### src/rtl/dts_pkg.sv
// Shared types, constants and helper functions of the DSL token scanner.
package dts_pkg;

   localparam int OFFSET_BITS = 16;
   localparam int LEN_BITS    = OFFSET_BITS + 1;
   localparam int CLIP_BITS   = (LEN_BITS > 17) ? LEN_BITS : 17;

   localparam int QUEUE_DEPTH = 8;
   localparam int QPTR_BITS   = $clog2(QUEUE_DEPTH);
   localparam int QCNT_BITS   = $clog2(QUEUE_DEPTH + 1);

   localparam logic [3:0] KIND_SEL    = 4'd0;
   localparam logic [3:0] KIND_CODE   = 4'd1;
   localparam logic [3:0] KIND_ARROW  = 4'd2;
   localparam logic [3:0] KIND_LISTEN = 4'd3;
   localparam logic [3:0] KIND_IDENT  = 4'd4;
   localparam logic [3:0] KIND_LB     = 4'd5;
   localparam logic [3:0] KIND_RB     = 4'd6;
   localparam logic [3:0] KIND_COLON  = 4'd7;
   localparam logic [3:0] KIND_COMMA  = 4'd8;
   localparam logic [3:0] KIND_BAD    = 4'd9;
   localparam logic [3:0] KIND_EOF    = 4'd10;

   localparam logic [7:0] CH_LBRACE = 8'h7B;
   localparam logic [7:0] CH_RBRACE = 8'h7D;
   localparam logic [7:0] CH_UNDER  = 8'h5F;
   localparam logic [7:0] CH_DASH   = 8'h2D;
   localparam logic [7:0] CH_GT     = 8'h3E;
   localparam logic [7:0] CH_COLON  = 8'h3A;
   localparam logic [7:0] CH_COMMA  = 8'h2C;
   localparam logic [7:0] CH_LOW_L  = 8'h6C;

   localparam logic [2:0] KW_LENGTH = 3'd6;

   typedef struct packed {
      logic [7:0] source_byte;
      logic       end_of_source;
   } req_type;

   typedef struct packed {
      logic [3:0]  token_kind;
      logic [15:0] token_offset;
      logic [15:0] token_length;
      logic        final_token;
   } rsp_type;

   function automatic logic is_space(input logic [7:0] c);
      return (c == 8'h20) || (c >= 8'h09 && c <= 8'h0D);
   endfunction

   function automatic logic is_alpha(input logic [7:0] c);
      return (c >= 8'h41 && c <= 8'h5A) || (c >= 8'h61 && c <= 8'h7A);
   endfunction

   function automatic logic is_word(input logic [7:0] c);
      return is_alpha(c) || (c >= 8'h30 && c <= 8'h39) || (c == CH_UNDER);
   endfunction

   // Characters of the keyword "listen", by match position.
   function automatic logic [7:0] kw_char(input logic [2:0] idx);
      logic [7:0] ch;
      case (idx)
         3'd0:    ch = 8'h6C;
         3'd1:    ch = 8'h69;
         3'd2:    ch = 8'h73;
         3'd3:    ch = 8'h74;
         3'd4:    ch = 8'h65;
         3'd5:    ch = 8'h6E;
         default: ch = 8'h00;
      endcase
      return ch;
   endfunction

   function automatic logic [15:0] clip16(input logic [LEN_BITS-1:0] v);
      logic [CLIP_BITS-1:0] w;
      w = CLIP_BITS'(v);
      return (w > CLIP_BITS'(17'h0FFFF)) ? 16'hFFFF : w[15:0];
   endfunction

   // Length from begin up to (not including) end, never below zero.
   function automatic logic [LEN_BITS-1:0] span(input logic [LEN_BITS-1:0] endp,
                                                 input logic [OFFSET_BITS-1:0] beg);
      logic [LEN_BITS-1:0] b;
      b = {1'b0, beg};
      return (endp > b) ? (endp - b) : '0;
   endfunction

   function automatic rsp_type make_rsp(input logic [3:0] kind,
                                        input logic [OFFSET_BITS-1:0] off,
                                        input logic [LEN_BITS-1:0] len,
                                        input logic fin);
      rsp_type r;
      r.token_kind   = kind;
      r.token_offset = clip16({1'b0, off});
      r.token_length = clip16(len);
      r.final_token  = fin;
      return r;
   endfunction

endpackage

### src/rtl/dsl_token_scanner.sv
// DSL token scanner: byte-stream tokenizer with a small result queue.
// Queue entry: the results of a byte enter the result queue at the edge that takes the byte;
// rsp_ offers them from the registered queue once older results ahead of them have left.
// Throughput: one byte per cycle while the queue has room for three results
// (a byte yields up to three tokens); the eight-entry queue sets when req_ready drops.
// Reset clears the scan state, the byte position and the result queue at once.
module dsl_token_scanner (
   input  logic             clock,
   input  logic             reset,
   input  logic             req_valid,
   output logic             req_ready,
   input  dts_pkg::req_type req_data,
   output logic             rsp_valid,
   input  logic             rsp_ready,
   output dts_pkg::rsp_type rsp_data
);

   localparam logic [2:0] MODE_IDLE  = 3'd0;
   localparam logic [2:0] MODE_LB    = 3'd1;
   localparam logic [2:0] MODE_UND   = 3'd2;
   localparam logic [2:0] MODE_DASH  = 3'd3;
   localparam logic [2:0] MODE_IDENT = 3'd4;
   localparam logic [2:0] MODE_SEL   = 3'd5;
   localparam logic [2:0] MODE_CODE  = 3'd6;

   localparam int OB = dts_pkg::OFFSET_BITS;
   localparam int LB = dts_pkg::LEN_BITS;
   localparam logic [OB-1:0] POS_MAX = {OB{1'b1}};
   localparam logic [LB-1:0] LEN_ONE = LB'(1);
   localparam logic [LB-1:0] LEN_TWO = LB'(2);

   logic [2:0]    mode_ff,  mode_in;
   logic [OB-1:0] begin_ff, begin_in;
   logic [OB-1:0] pos_ff,   pos_in;
   logic [2:0]    kwp_ff,   kwp_in;
   logic          kwb_ff,   kwb_in;
   logic          half_ff,  half_in;

   dts_pkg::rsp_type queue_ff [dts_pkg::QUEUE_DEPTH];
   logic [dts_pkg::QPTR_BITS-1:0] head_ff, head_in;
   logic [dts_pkg::QPTR_BITS-1:0] tail_ff, tail_in;
   logic [dts_pkg::QCNT_BITS-1:0] count_ff, count_in;

   dts_pkg::rsp_type cand [4];
   logic [3:0]       cand_v;
   logic [1:0]       slot [4];
   logic [2:0]       push_n;

   logic          req_fire, rsp_fire;
   logic [7:0]    c;
   logic          last;
   logic [LB-1:0] endp;
   logic [3:0]    ident_kind;

   assign req_fire  = req_valid & req_ready;
   assign rsp_fire  = rsp_valid & rsp_ready;
   assign req_ready = (count_ff <= dts_pkg::QCNT_BITS'(dts_pkg::QUEUE_DEPTH - 3));
   assign rsp_valid = (count_ff != '0);
   assign rsp_data  = queue_ff[head_ff];

   assign c          = req_data.source_byte;
   assign last       = req_data.end_of_source;
   assign endp       = {1'b0, pos_ff} + LEN_ONE;
   assign ident_kind = (!kwb_ff && kwp_ff == dts_pkg::KW_LENGTH) ?
                       dts_pkg::KIND_LISTEN : dts_pkg::KIND_IDENT;

   // Candidate order: pending-token flush, single-character token of the
   // new byte, end-of-source flush, end-of-file token.
   always_comb begin
      logic       restart;
      logic [7:0] closer;
      logic [3:0] blk_kind;
      restart  = 1'b0;
      closer   = dts_pkg::CH_RBRACE;
      blk_kind = dts_pkg::KIND_SEL;
      mode_in  = mode_ff;
      begin_in = begin_ff;
      kwp_in   = kwp_ff;
      kwb_in   = kwb_ff;
      half_in  = half_ff;
      cand_v   = '0;
      for (int i = 0; i < 4; i++) begin
         cand[i] = '0;
      end

      unique case (mode_ff) inside
         MODE_LB: begin
            if (c == dts_pkg::CH_LBRACE) begin
               mode_in = MODE_SEL;
               half_in = 1'b0;
            end else begin
               cand_v[0] = 1'b1;
               cand[0]   = dts_pkg::make_rsp(dts_pkg::KIND_LB, begin_ff, LEN_ONE, 1'b0);
               restart   = 1'b1;
            end
         end
         MODE_UND: begin
            if (c == dts_pkg::CH_UNDER) begin
               mode_in = MODE_CODE;
               half_in = 1'b0;
            end else if (dts_pkg::is_word(c)) begin
               mode_in = MODE_IDENT;
               kwp_in  = 3'd0;
               kwb_in  = 1'b1;
            end else begin
               cand_v[0] = 1'b1;
               cand[0]   = dts_pkg::make_rsp(dts_pkg::KIND_IDENT, begin_ff, LEN_ONE, 1'b0);
               restart   = 1'b1;
            end
         end
         MODE_DASH: begin
            cand_v[0] = 1'b1;
            if (c == dts_pkg::CH_GT) begin
               cand[0] = dts_pkg::make_rsp(dts_pkg::KIND_ARROW, begin_ff, LEN_TWO, 1'b0);
               mode_in = MODE_IDLE;
            end else begin
               cand[0] = dts_pkg::make_rsp(dts_pkg::KIND_BAD, begin_ff, LEN_ONE, 1'b0);
               restart = 1'b1;
            end
         end
         MODE_IDENT: begin
            if (dts_pkg::is_word(c)) begin
               if (!kwb_ff && kwp_ff < dts_pkg::KW_LENGTH && c == dts_pkg::kw_char(kwp_ff)) begin
                  kwp_in = kwp_ff + 3'd1;
               end else begin
                  kwb_in = 1'b1;
               end
            end else begin
               cand_v[0] = 1'b1;
               cand[0]   = dts_pkg::make_rsp(ident_kind, begin_ff,
                                             dts_pkg::span({1'b0, pos_ff}, begin_ff), 1'b0);
               restart   = 1'b1;
            end
         end
         MODE_SEL, MODE_CODE: begin
            if (mode_ff == MODE_CODE) begin
               closer   = dts_pkg::CH_UNDER;
               blk_kind = dts_pkg::KIND_CODE;
            end
            if (c == closer) begin
               if (half_ff) begin
                  cand_v[0] = 1'b1;
                  cand[0]   = dts_pkg::make_rsp(blk_kind, begin_ff,
                                                dts_pkg::span(endp, begin_ff), 1'b0);
                  mode_in   = MODE_IDLE;
                  half_in   = 1'b0;
               end else begin
                  half_in = 1'b1;
               end
            end else begin
               half_in = 1'b0;
            end
         end
         default: begin
            restart = 1'b1;
         end
      endcase

      // Start of a new token at the current byte.
      if (restart) begin
         mode_in = MODE_IDLE;
         if (!dts_pkg::is_space(c)) begin
            begin_in = pos_ff;
            half_in  = 1'b0;
            if (c == dts_pkg::CH_LBRACE) begin
               mode_in = MODE_LB;
            end else if (c == dts_pkg::CH_UNDER) begin
               mode_in = MODE_UND;
            end else if (c == dts_pkg::CH_DASH) begin
               mode_in = MODE_DASH;
            end else if (dts_pkg::is_alpha(c)) begin
               mode_in = MODE_IDENT;
               kwp_in  = (c == dts_pkg::CH_LOW_L) ? 3'd1 : 3'd0;
               kwb_in  = (c != dts_pkg::CH_LOW_L);
            end else begin
               cand_v[1] = 1'b1;
               if (c == dts_pkg::CH_RBRACE) begin
                  cand[1] = dts_pkg::make_rsp(dts_pkg::KIND_RB, pos_ff, LEN_ONE, 1'b0);
               end else if (c == dts_pkg::CH_COLON) begin
                  cand[1] = dts_pkg::make_rsp(dts_pkg::KIND_COLON, pos_ff, LEN_ONE, 1'b0);
               end else if (c == dts_pkg::CH_COMMA) begin
                  cand[1] = dts_pkg::make_rsp(dts_pkg::KIND_COMMA, pos_ff, LEN_ONE, 1'b0);
               end else begin
                  cand[1] = dts_pkg::make_rsp(dts_pkg::KIND_BAD, pos_ff, LEN_ONE, 1'b0);
               end
            end
         end
      end

      pos_in = (pos_ff < POS_MAX) ? pos_ff + OB'(1) : POS_MAX;

      if (last) begin
         cand_v[2] = (mode_in != MODE_IDLE);
         unique case (mode_in) inside
            MODE_LB: begin
               cand[2] = dts_pkg::make_rsp(dts_pkg::KIND_LB, begin_in, LEN_ONE, 1'b0);
            end
            MODE_UND: begin
               cand[2] = dts_pkg::make_rsp(dts_pkg::KIND_IDENT, begin_in, LEN_ONE, 1'b0);
            end
            MODE_DASH: begin
               cand[2] = dts_pkg::make_rsp(dts_pkg::KIND_BAD, begin_in, LEN_ONE, 1'b0);
            end
            MODE_IDENT: begin
               cand[2] = dts_pkg::make_rsp(
                  (!kwb_in && kwp_in == dts_pkg::KW_LENGTH) ?
                     dts_pkg::KIND_LISTEN : dts_pkg::KIND_IDENT,
                  begin_in, dts_pkg::span(endp, begin_in), 1'b0);
            end
            MODE_SEL, MODE_CODE: begin
               cand[2] = dts_pkg::make_rsp(dts_pkg::KIND_BAD, begin_in,
                                           dts_pkg::span(endp, begin_in), 1'b0);
            end
            default: begin
               cand[2] = '0;
            end
         endcase
         cand_v[3] = 1'b1;
         cand[3]   = dts_pkg::make_rsp(dts_pkg::KIND_EOF, pos_in, '0, 1'b1);
         // The next byte starts a new source.
         mode_in  = MODE_IDLE;
         begin_in = '0;
         pos_in   = '0;
         kwp_in   = 3'd0;
         kwb_in   = 1'b0;
         half_in  = 1'b0;
      end
   end

   // Pack the valid candidates into consecutive queue slots.
   always_comb begin
      slot[0] = 2'd0;
      for (int i = 1; i < 4; i++) begin
         slot[i] = slot[i-1] + {1'b0, cand_v[i-1]};
      end
      push_n = 3'(cand_v[0]) + 3'(cand_v[1]) + 3'(cand_v[2]) + 3'(cand_v[3]);
   end

   always_comb begin
      head_in  = head_ff;
      tail_in  = tail_ff;
      count_in = count_ff;
      if (rsp_fire) begin
         head_in = head_ff + dts_pkg::QPTR_BITS'(1);
      end
      if (req_fire) begin
         tail_in = tail_ff + dts_pkg::QPTR_BITS'(push_n);
      end
      count_in = count_ff + (req_fire ? dts_pkg::QCNT_BITS'(push_n) : '0)
                 - (rsp_fire ? dts_pkg::QCNT_BITS'(1) : '0);
   end

   always_ff @(posedge clock) begin
      if (reset) begin
         mode_ff  <= MODE_IDLE;
         begin_ff <= '0;
         pos_ff   <= '0;
         kwp_ff   <= 3'd0;
         kwb_ff   <= 1'b0;
         half_ff  <= 1'b0;
         head_ff  <= '0;
         tail_ff  <= '0;
         count_ff <= '0;
      end else begin
         if (req_fire) begin
            mode_ff  <= mode_in;
            begin_ff <= begin_in;
            pos_ff   <= pos_in;
            kwp_ff   <= kwp_in;
            kwb_ff   <= kwb_in;
            half_ff  <= half_in;
         end
         head_ff  <= head_in;
         tail_ff  <= tail_in;
         count_ff <= count_in;
      end
   end

   always_ff @(posedge clock) begin
      if (req_fire) begin
         for (int i = 0; i < 4; i++) begin
            if (cand_v[i]) begin
               queue_ff[tail_ff + dts_pkg::QPTR_BITS'(slot[i])] <= cand[i];
            end
         end
      end
   end

   a_queue_bound: assert property (@(posedge clock) disable iff (reset)
      count_ff <= dts_pkg::QCNT_BITS'(dts_pkg::QUEUE_DEPTH))
      else $error("result queue holds more entries than its depth");

   a_source_restart: assert property (@(posedge clock) disable iff (reset)
      req_fire && req_data.end_of_source |=> pos_ff == '0 && mode_ff == MODE_IDLE)
      else $error("scan state not cleared after the last byte of a source");

   a_final_is_eof: assert property (@(posedge clock) disable iff (reset)
      rsp_valid && rsp_data.final_token |->
         rsp_data.token_kind == dts_pkg::KIND_EOF && rsp_data.token_length == '0)
      else $error("final token is not an empty end-of-file token");

   a_push_bound: assert property (@(posedge clock) disable iff (reset)
      req_fire |-> push_n <= 3'd3)
      else $error("one byte produced more than three tokens");

   a_count_hold: assert property (@(posedge clock) disable iff (reset)
      !req_fire && !rsp_fire |=> $stable(count_ff))
      else $error("queue count changed without a transfer");

endmodule

### config.mk
export PLATFORM = sky130hd
export DESIGN_NAME = dsl_token_scanner
export DESIGN_NICKNAME = d
export VERILOG_FILES = /design/src/rtl/dts_pkg.sv /design/src/rtl/dsl_token_scanner.sv
export SDC_FILE = /design/constraint.sdc
export NUM_CORES = 1
export LEC_CHECK = 0
export ABC_CLOCK_PERIOD_IN_PS = 6950
export BUFFER_PORTS_ARGS = -buffer_cell sky130_fd_sc_hd__buf_2
export CORE_ASPECT_RATIO = 1.5
export CORE_MARGIN = 1
export CORE_UTILIZATION = 62
export DETAILED_ROUTE_END_ITERATION = 16
export PLACE_DENSITY = 0.79
export SLEW_MARGIN = 30
export SYNTH_ARGS = -nofsm -noshare
export SYNTH_HDL_FRONTEND = slang
export SYNTH_SLANG_ARGS = --single-unit
### constraint.sdc
create_clock -name clock -period 6.95 [get_ports clock]
set_input_delay 1.39 -clock clock [delete_from_list [all_inputs] [get_ports clock]]
set_output_delay 1.39 -clock clock [all_outputs]
set_load 0.02 [all_outputs]
* Word level (Yosys, flattened, before mapping)
Memories as Yosys holds them, arrays and structs flattened. A register that Yosys moved wholly into a read port is not among the register bits. Cells that the tools add are included.
Storage, ports and cells: register bits after elaboration 50, RAM bits 296, bits of input ports 13, output and inout bits 39, word-level logic and storage cells 217, memories kept 1
Cells by class: add/subtract/negate cells 18, order comparisons 17, eq/ne operators 31, mux-type cells 119, bitwise logic cells 2, reduce and logical (&&, ||, !) cells 20
Memories:
- queue_ff | words 8, bits a word 37, rd ports 1, clocked after memory_dff 1, wr ports 3, RTL line dsl_token_scanner.sv:39 | dts_pkg::rsp_type queue_ff [dts_pkg::QUEUE_DEPTH];
Operator list (count):
- 37-bit 2-to-1 mux | 12
- 37-bit case mux with 5 select lines | 2
- 36-bit 2-to-1 mux | 4
- 16-bit 2-to-1 mux | 8
- 3-bit 2-to-1 mux | 30
- 74-bit 2-to-1 mux | 1
- 17-bit by 16-bit greater-than comparator with 1-bit output (second input constant) | 3
- 17-bit 2-to-1 mux | 3
- 1-bit 2-to-1 mux | 46
- 7-bit case mux with 6 select lines | 1
- 8-bit by 6-bit equality test with 1-bit output (second input constant) | 5
- 37-bit OR reduction | 1
- 17-bit by 16-bit greater-than comparator with 1-bit output | 2
- 34-bit 2-to-1 mux | 1
- 17-bit by 16-bit subtractor with 17-bit output | 2
- 8-bit by 7-bit equality test with 1-bit output (second input constant) | 4
- 3-bit equality test (second input constant) | 10
- 8-bit 2-to-1 mux | 3
- 3-bit by 2-bit equality test with 1-bit output (second input constant) | 6
- 16-bit by 1-bit adder with 17-bit output (second input constant) | 1
- 16-bit by 16-bit subtractor with 17-bit output | 1
- 16-bit by 1-bit adder with 16-bit output (second input constant) | 1
- 8-bit equality test | 2
- 8-bit by 7-bit >= comparator with 1-bit output (second input constant) | 2
- 35 further kinds | 56

* Logic depth before layout (Yosys ltp)
Gate-level depths: netlist of run 1.
depth in word-level cells 24, depth in mapped cells 24, mapped depth without buffers 21

* Worst setup path before layout of run 1
OpenSTA, ideal clock, no wires.
kind input to register, start in req_data[4] (netlist name), end mem queue_ff[2][0] (netlist name), enable pin, setup time 0.376 ns, data arrival time 5.843 ns, required time 6.574 ns, setup slack 0.732 ns, stages on the path 21, buffers on the path 4, cells stage by stage buf_2 > and4_1 > nand2_1 > o32a_1 > o31a_1 > nand4bb_1 > o21ai_2 > buf_4 > fa_1 > inv_1 > ha_1 > inv_1 > fa_1 > xnor2_1 > nand2b_1 > or3_1 > clkbuf_1 > inv_1 > nor2_1 > buf_1 > nand2_1
RTL lines:
- from (decl) | RTL line dsl_token_scanner.sv:12 | input dts_pkg::req_type req_data,
- to (decl) | RTL line dsl_token_scanner.sv:39

==> results of run 1 <==
-- how the worst max path moves through the flow --
stage / startpoint / end / slack, ns / cells after the start
floorplan: req_data[4] / queue_ff[2][0]$_SDFFCE_PN0P_ / 0.73 / 21
finish: req_data[5] / queue_ff[0][5]$_SDFFE_PP0P_ / 0.69 / 17
detailed placement: req_data[5] / queue_ff[7][15]$_SDFFE_PP0P_ / 0.29 / 18
global route: req_data[7] / queue_ff[6][20]$_DFFE_PP_ / 0.42 / 22
CTS: req_data[5] / queue_ff[7][15]$_SDFFE_PP0P_ / 0.82 / 18
global placement: req_data[1] / queue_ff[7][7]$_SDFFE_PP0P_ / 0.40 / 17
-- power breakdown --
part | leakage [nW] | internal [mW] | total (mW) | switching, mW
clock | 0.546 | 1.05 | 1.88 | 0.829
combinational | 5.34 | 0.655 | 1.72 | 1.06
sequential | 2.96 | 2.33 | 2.46 | 0.130
-- state kept, by name, summed over array words and instances (netlist names), 3 cells and up, named ones only --
name      cells
queue_ff    296
count_ff      4
kwp_ff        3
begin_ff     16
tail_ff       3
head_ff       3
pos_ff       16
mode_ff       3
-- logic make-up (layout without fill, tap and decap cells) --
logic type	Yosys count	after routing	synth area share [%]
AO/OA/AOI/OAI	829	829	23.9
XOR/XNOR	59	59	2.31
adder cells (fa/ha/maj)	80	80	4.77
buffers and inverters	252	253	4.69
flip-flops	349	349	38.0
multiplexers	130	130	10.2
other	0	1	0
AND/OR/NAND/NOR	791	791	16.1
-- critical path, cell delays in order --
cell	delay, ns
buf_2	0.23
nand4b_1	0.28
o21ai_1	0.37
nand3_1	0.20
nor3_4	0.31
o31a_1	0.29
and4bb_1	0.27
a21oi_2	0.25
mux2_2	0.38
ha_1	0.20
fa_1	0.48
nor2_1	0.16
nand2_1	0.14
a211oi_2	0.44
and2_1	0.69
nand2_4	0.37
o22ai_1	0.24
-- layout by cell type (no fill, tap or decap), types with 23 or more instances in the layout --
master     instances
nand3_1           36
o21ai_0          230
mux4_2            74
a21oi_1          164
mux2_2            46
dfxtp_1          194
a22oi_1           65
o221ai_1          24
clkbuf_16         36
edfxtp_1         152
xnor2_1           35
xor2_1            23
buf_4             73
buf_2             50
nand2_1          200
ha_1              71
o22ai_1          104
nor2_1           347
o21ai_1           42
nor3_1            26
inv_1             66
-- layer usage --
metal | part of all wire (%) | up-vias | wire length, um | global-route usage, %
met1 | 34 | 9922 | 27600 | 50.8
met5 | 0.021 | - | 17 | 0
met4 | 9.0 | 2 | 7270 | 33.6
met2 | 46 | 1617 | 37400 | 69.5
met3 | 11 | 513 | 8810 | 10.1
li1 | - | 9168 | - | -
-- layout make-up --
| cell class | count | share of cell area, % |
|---|---|---|
| Timing Repair Buffer | 123 | 3.30 |
| Tap cell | 473 | 2.45 |
| Inverter | 68 | 1.05 |
| Antenna cell | 1 | 0.0103 |
| Sequential cell | 349 | 35.2 |
| Clock inverter | 12 | 0.424 |
| Clock buffer | 50 | 4.16 |
| Multi-Input combinational cell | 1889 | 53.4 |
==> metrics.txt, run 1 <==
async set or reset register ratio after synthesis=0%; status=finished clean; Mapped Nets=2,583; syn avg cell area=8.99 um^2; synth top area cells=edfxtp_1 (20%), dfxtp_1 (18%), mux4_2 (7.4%), nor2_1 (5.9%), o21ai_0 (5.1%); leakage=8.84 nW; Clock Latency Late Sink=0.54 ns; Least-Margin Pin Slew=1.09 ns; R2R setup slack=0.83 ns; routability cong.=1.03; port bufs=51; Hold WC Path Type=reg2reg; Max-Cap Viols=0; multi-input logic area=0.0129 mm^2; CTS root buf=clkbuf_16; Crit Path Category=in2reg; Reg2Reg Depth=18; Final ANT Viol Nets=0; register area share after synthesis=38.0%; worst-path fanout max=15; first-pass GRT wire length=122 mm; Die ar.=0.0369 mm^2; relative max-transition margin=27.4%; area share of the largest cell type after synthesis=20.4%; Critical Path Source Type=primary input; DRC Markers=0; vias in the first global route=20,800; layout cell share with drive strength beyond 1=16.0%; Layout area overhead=8.09%; Place WS=0.295 ns; Pre-antenna DRT Iters=8; final setup fails=0; Vias/cell=7.16; TritonCTS clock tree=yes; Clock transition at path regs=0.06 ns; Power Density=250 mW/mm^2; WL final=81.0 mm; Filler cells=2,830; FF+latch area=0.00852 mm^2; placed inst area=0.0231 mm^2; Hold-fix buffers, CTS=0; Post-Syn Area=0.0224 mm^2; Tcrit/Tclk final=90.1%; Yosys top cell by area=edfxtp_1; initial antenna violation count=2; predominant post-synthesis flop cell=dfxtp_1; HP Start=head_ff[1]$_SDFFE_PP0P_; max-slew violations=0; nets=2,559; total CTS buffers=35; die height=235 um; Via Count=21,200; DP Cell Count=2,902; GRT Total Usage=43.8%; # rows=84; worst r2r src=mode_ff[0]$_SDFFE_PP0P_; Worst R2R End=queue_ff[0][5]$_SDFFE_PP0P_; Core ar.=0.0353 mm^2; post-synthesis cell count=2,490; skew final=0.0289 ns; Initial Util=63.4%; largest net degree at the start of global routing=52; hold depth=2; Non-Filler Instances=2,965; CTS resizes=0; Synth warnings=0; Fmax=160 MHz; top-count cell post-synth=nor2_1; final number of hold-violating endpoints=0; setup repair bufs after CTS=0; Critical Path RT=7.40 ns; Post-synth EDFFs=152; CP endpoint kind=flop; clk sinks=349; io pins=52; GRT overflow=0; flops & latches, synth=349; CTS max path bufs=3; unrepaired setup endpoints after global routing=no; worst setup slack after layout=0.690 ns; die width=157 um; Min Hold Slack=0.489 ns; Pwr Total=6.06 mW; Netlist cell types=95; post-layout util=68.5%; Final Cell Area=0.0242 mm^2; TNS Setup=0 ns; Worst EP arrival=6.71 ns; drt wl/cell=27.3 um; initial drt markers=2,511; crit path time final=6.26 ns; H-tree depth=2; VDD IR max=221 uV; synth cell count leaders=nor2_1 (349), o21ai_0 (230), nand2_1 (200), dfxtp_1 (197), a21oi_1 (164); Final HPWL DP=56.3 mm
Power figures use the tool's default switching activity.
==> inputs of run 2 (changes only) <==
--- a/config.mk
+++ b/config.mk
@@ -5,7 +5,7 @@
 export SDC_FILE = /design/constraint.sdc
 export NUM_CORES = 1
 export LEC_CHECK = 0
-export ABC_CLOCK_PERIOD_IN_PS = 6950
+export ABC_CLOCK_PERIOD_IN_PS = 7900
 export BUFFER_PORTS_ARGS = -buffer_cell sky130_fd_sc_hd__buf_2
 export CORE_ASPECT_RATIO = 1.5
 export CORE_MARGIN = 1
==> constraint.sdc (replaced) <==
create_clock -name clock -period 7.9 [get_ports clock]
set_input_delay 1.58 -clock clock [delete_from_list [all_inputs] [get_ports clock]]
set_output_delay 1.58 -clock clock [all_outputs]
set_load 0.02 [all_outputs]
==> metrics.txt, run 2 (synthesis gave the netlist of run 1 again) <==
Vias/cell=7.20 (was 7.16); initial antenna violation count=4 (was 2); crit path time final=6.64 ns; Tcrit/Tclk final=84.0%; io pins=52 (unchanged); initial drt markers=2,525 (was 2,511); CTS root buf=clkbuf_16 (unchanged); DRC Markers=0 (unchanged); Core ar.=0.0353 mm^2 (unchanged); Final HPWL DP=55.5 mm (was 56.3 mm); Max-Cap Viols=0 (unchanged); unrepaired setup endpoints after global routing=no (unchanged); commonest non-fill, non-tap cell in the layout=nor2_1 (unchanged); first-pass GRT wire length=121 mm (was 122 mm); Clock Latency Late Sink=0.55 ns (was 0.54 ns); final number of hold-violating endpoints=0 (unchanged); Least-Margin Pin Slew=1.04 ns (was 1.09 ns); worst-path fanout max=14 (was 15); Crit Path Category=in2reg (unchanged); Fmax=151 MHz; total CTS buffers=36 (was 35); clk sinks=349 (unchanged); leakage=8.78 nW (was 8.84 nW); TNS Setup=0 ns (unchanged); critical-path cell list=buf_2 -> nand4b_1 -> o21ai_1 -> nand3_1 -> nor3_4 -> o31a_1 -> and4bb_1 -> a21oi_2 -> mux2_2 -> ha_1 -> fa_1 -> xor2_1 -> nand3_1 -> a211oi_2 -> and2_1 -> nand2_4 -> o22ai_1 (was buf_2 -> nand4b_1 -> o21ai_1 -> nand3_1 -> nor3_4 -> o31a_1 -> and4bb_1 -> a21oi_2 -> mux2_2 -> ha_1 -> fa_1 -> nor2_1 -> nand2_1 -> a211oi_2 -> and2_1 -> nand2_4 -> o22ai_1); slowest stage delay, CP=0.71 ns (was 0.69 ns); Power Density=220 mW/mm^2 (was 250 mW/mm^2); Final ANT Viol Nets=0 (unchanged); GRT Total Usage=43.7% (was 43.8%); Layout area overhead=7.64% (was 8.09%); Pre-antenna DRT Iters=6 (was 8); # rows=84 (unchanged); Clock transition at path regs=0.06 ns (about the same); Hold WC Path Type=reg2reg (unchanged); Critical Path Source Type=primary input (unchanged); final setup fails=0 (unchanged); Critical Path RT=8.37 ns (was 7.40 ns); Worst EP arrival=7.10 ns (was 6.71 ns); die height=235 um (unchanged); max FFs per register=296 (unchanged); CTS resizes=0 (unchanged); crit path max-delay cell type=and2_1 (unchanged); relative max-transition margin=30.3% (was 27.4%); status=finished clean (unchanged); CP endpoint kind=flop (unchanged); Min Hold Slack=0.506 ns (was 0.489 ns); setup repair bufs after CTS=0 (unchanged); port bufs=51 (unchanged); Filler cells=2,871 (was 2,830); vias in the first global route=20,600 (was 20,800); Hold-fix buffers, CTS=0 (unchanged); worst setup slack after layout=1.26 ns (was 0.690 ns); skew final=0.0169 ns (was 0.0289 ns); max-slew violations=0 (unchanged); WL final=80.2 mm (was 81.0 mm); drt wl/cell=27.1 um (was 27.3 um); die width=157 um (unchanged); layout cell share with drive strength beyond 1=15.3% (was 16.0%); Initial Util=63.4% (unchanged); Place WS=0.863 ns (was 0.295 ns); H-tree depth=2 (unchanged); Die ar.=0.0369 mm^2 (unchanged); Pwr Total=5.30 mW (was 6.06 mW); TritonCTS clock tree=yes (unchanged); CTS max path bufs=3 (unchanged); GRT overflow=0 (unchanged); Via Count=21,300 (was 21,200); most used cell, CP=nand3_1; nets=2,549 (was 2,559); most frequent cells in the layout=nor2_1 (348), o21ai_0 (230), nand2_1 (200) (was nor2_1 (347), o21ai_0 (230), nand2_1 (200)); largest net degree at the start of global routing=54 (was 52); routability cong.=1.07 (was 1.03); VDD IR max=194 uV (was 221 uV)
[run 2: cell count changes in the layout (fill, tap and decap cells not counted), moves of 2 or more]
cell / delta
buf_4: -12
clkbuf_1: +11
clkinv_1: -3
clkbuf_2: -2
clkbuf_8: -2
[run 2: cell type report]
cell class | instances | area, um^2 | area share, %
Clock buffer | 57 | 1010 | 4.19
Inverter | 68 | 255 | 1.06
Antenna cell | 1 | 2.50 | 0.0104
Multi-Input combinational cell | 1889 | 12900 | 53.6
Timing Repair Buffer | 112 | 719 | 2.99
Clock inverter | 8 | 86.3 | 0.358
Tap cell | 473 | 592 | 2.46
Sequential cell | 349 | 8520 | 35.3
[run 2: path summary, 6_finish.rpt]
check | end | slack (ns) | start | cells after the start
setup / recovery | queue_ff[6][5]$_SDFFE_PP0P_ | 1.26 | req_data[8] | 17
hold / removal | flop | 0.51 | head_ff[1]$_SDFFE_PP0P_ | 2
setup reg to reg | queue_ff[6][5]$_SDFFE_PP0P_ | 1.58 | mode_ff[1]$_SDFFE_PP0P_ | 19
hold reg to reg | flop | 0.51 | head_ff[1]$_SDFFE_PP0P_ | 2
[run 2: through the flow]
stage / cell area, um^2 / cells / utilization (%)
floorplan: 22400 / 2490 / -
global placement: 22900 / 2889 / 65.0
detailed placement: 23000 / 2890 / 65.0
CTS: 24100 / 2955 / 68.2
global route: 24100 / 2956 / 68.2
finish: 24100 / 2957 / 68.2
[run 2: power breakdown]
part | total, mW | switching [mW] | internal [mW]
clock network | 1.65 | 0.737 | 0.917
logic | 1.45 | 0.881 | 0.570
registers | 2.20 | 0.149 | 2.05
[run 2: worst max-delay path: cells and delay by family]
kind	cells	cell delay, ns
AOI/OAI and AO/OA	5	1.72
xor gates and xnor gates	1	0.18
adders and majority gates	2	0.63
buffers and inverters	1	0.18
muxes	1	0.37
and+or+nand+nor	7	2.42
[run 2: layer usage]
layer	GRT usage, %	part of all wire [%]	vias to the layer above	wire (um)
li1	-	-	9148	-
met3	11.6	11	516	9060
met1	49.9	34	10000	27100
met5	0	0.057	-	46
met2	69.1	46	1575	36900
met4	33.9	8.9	6	7120
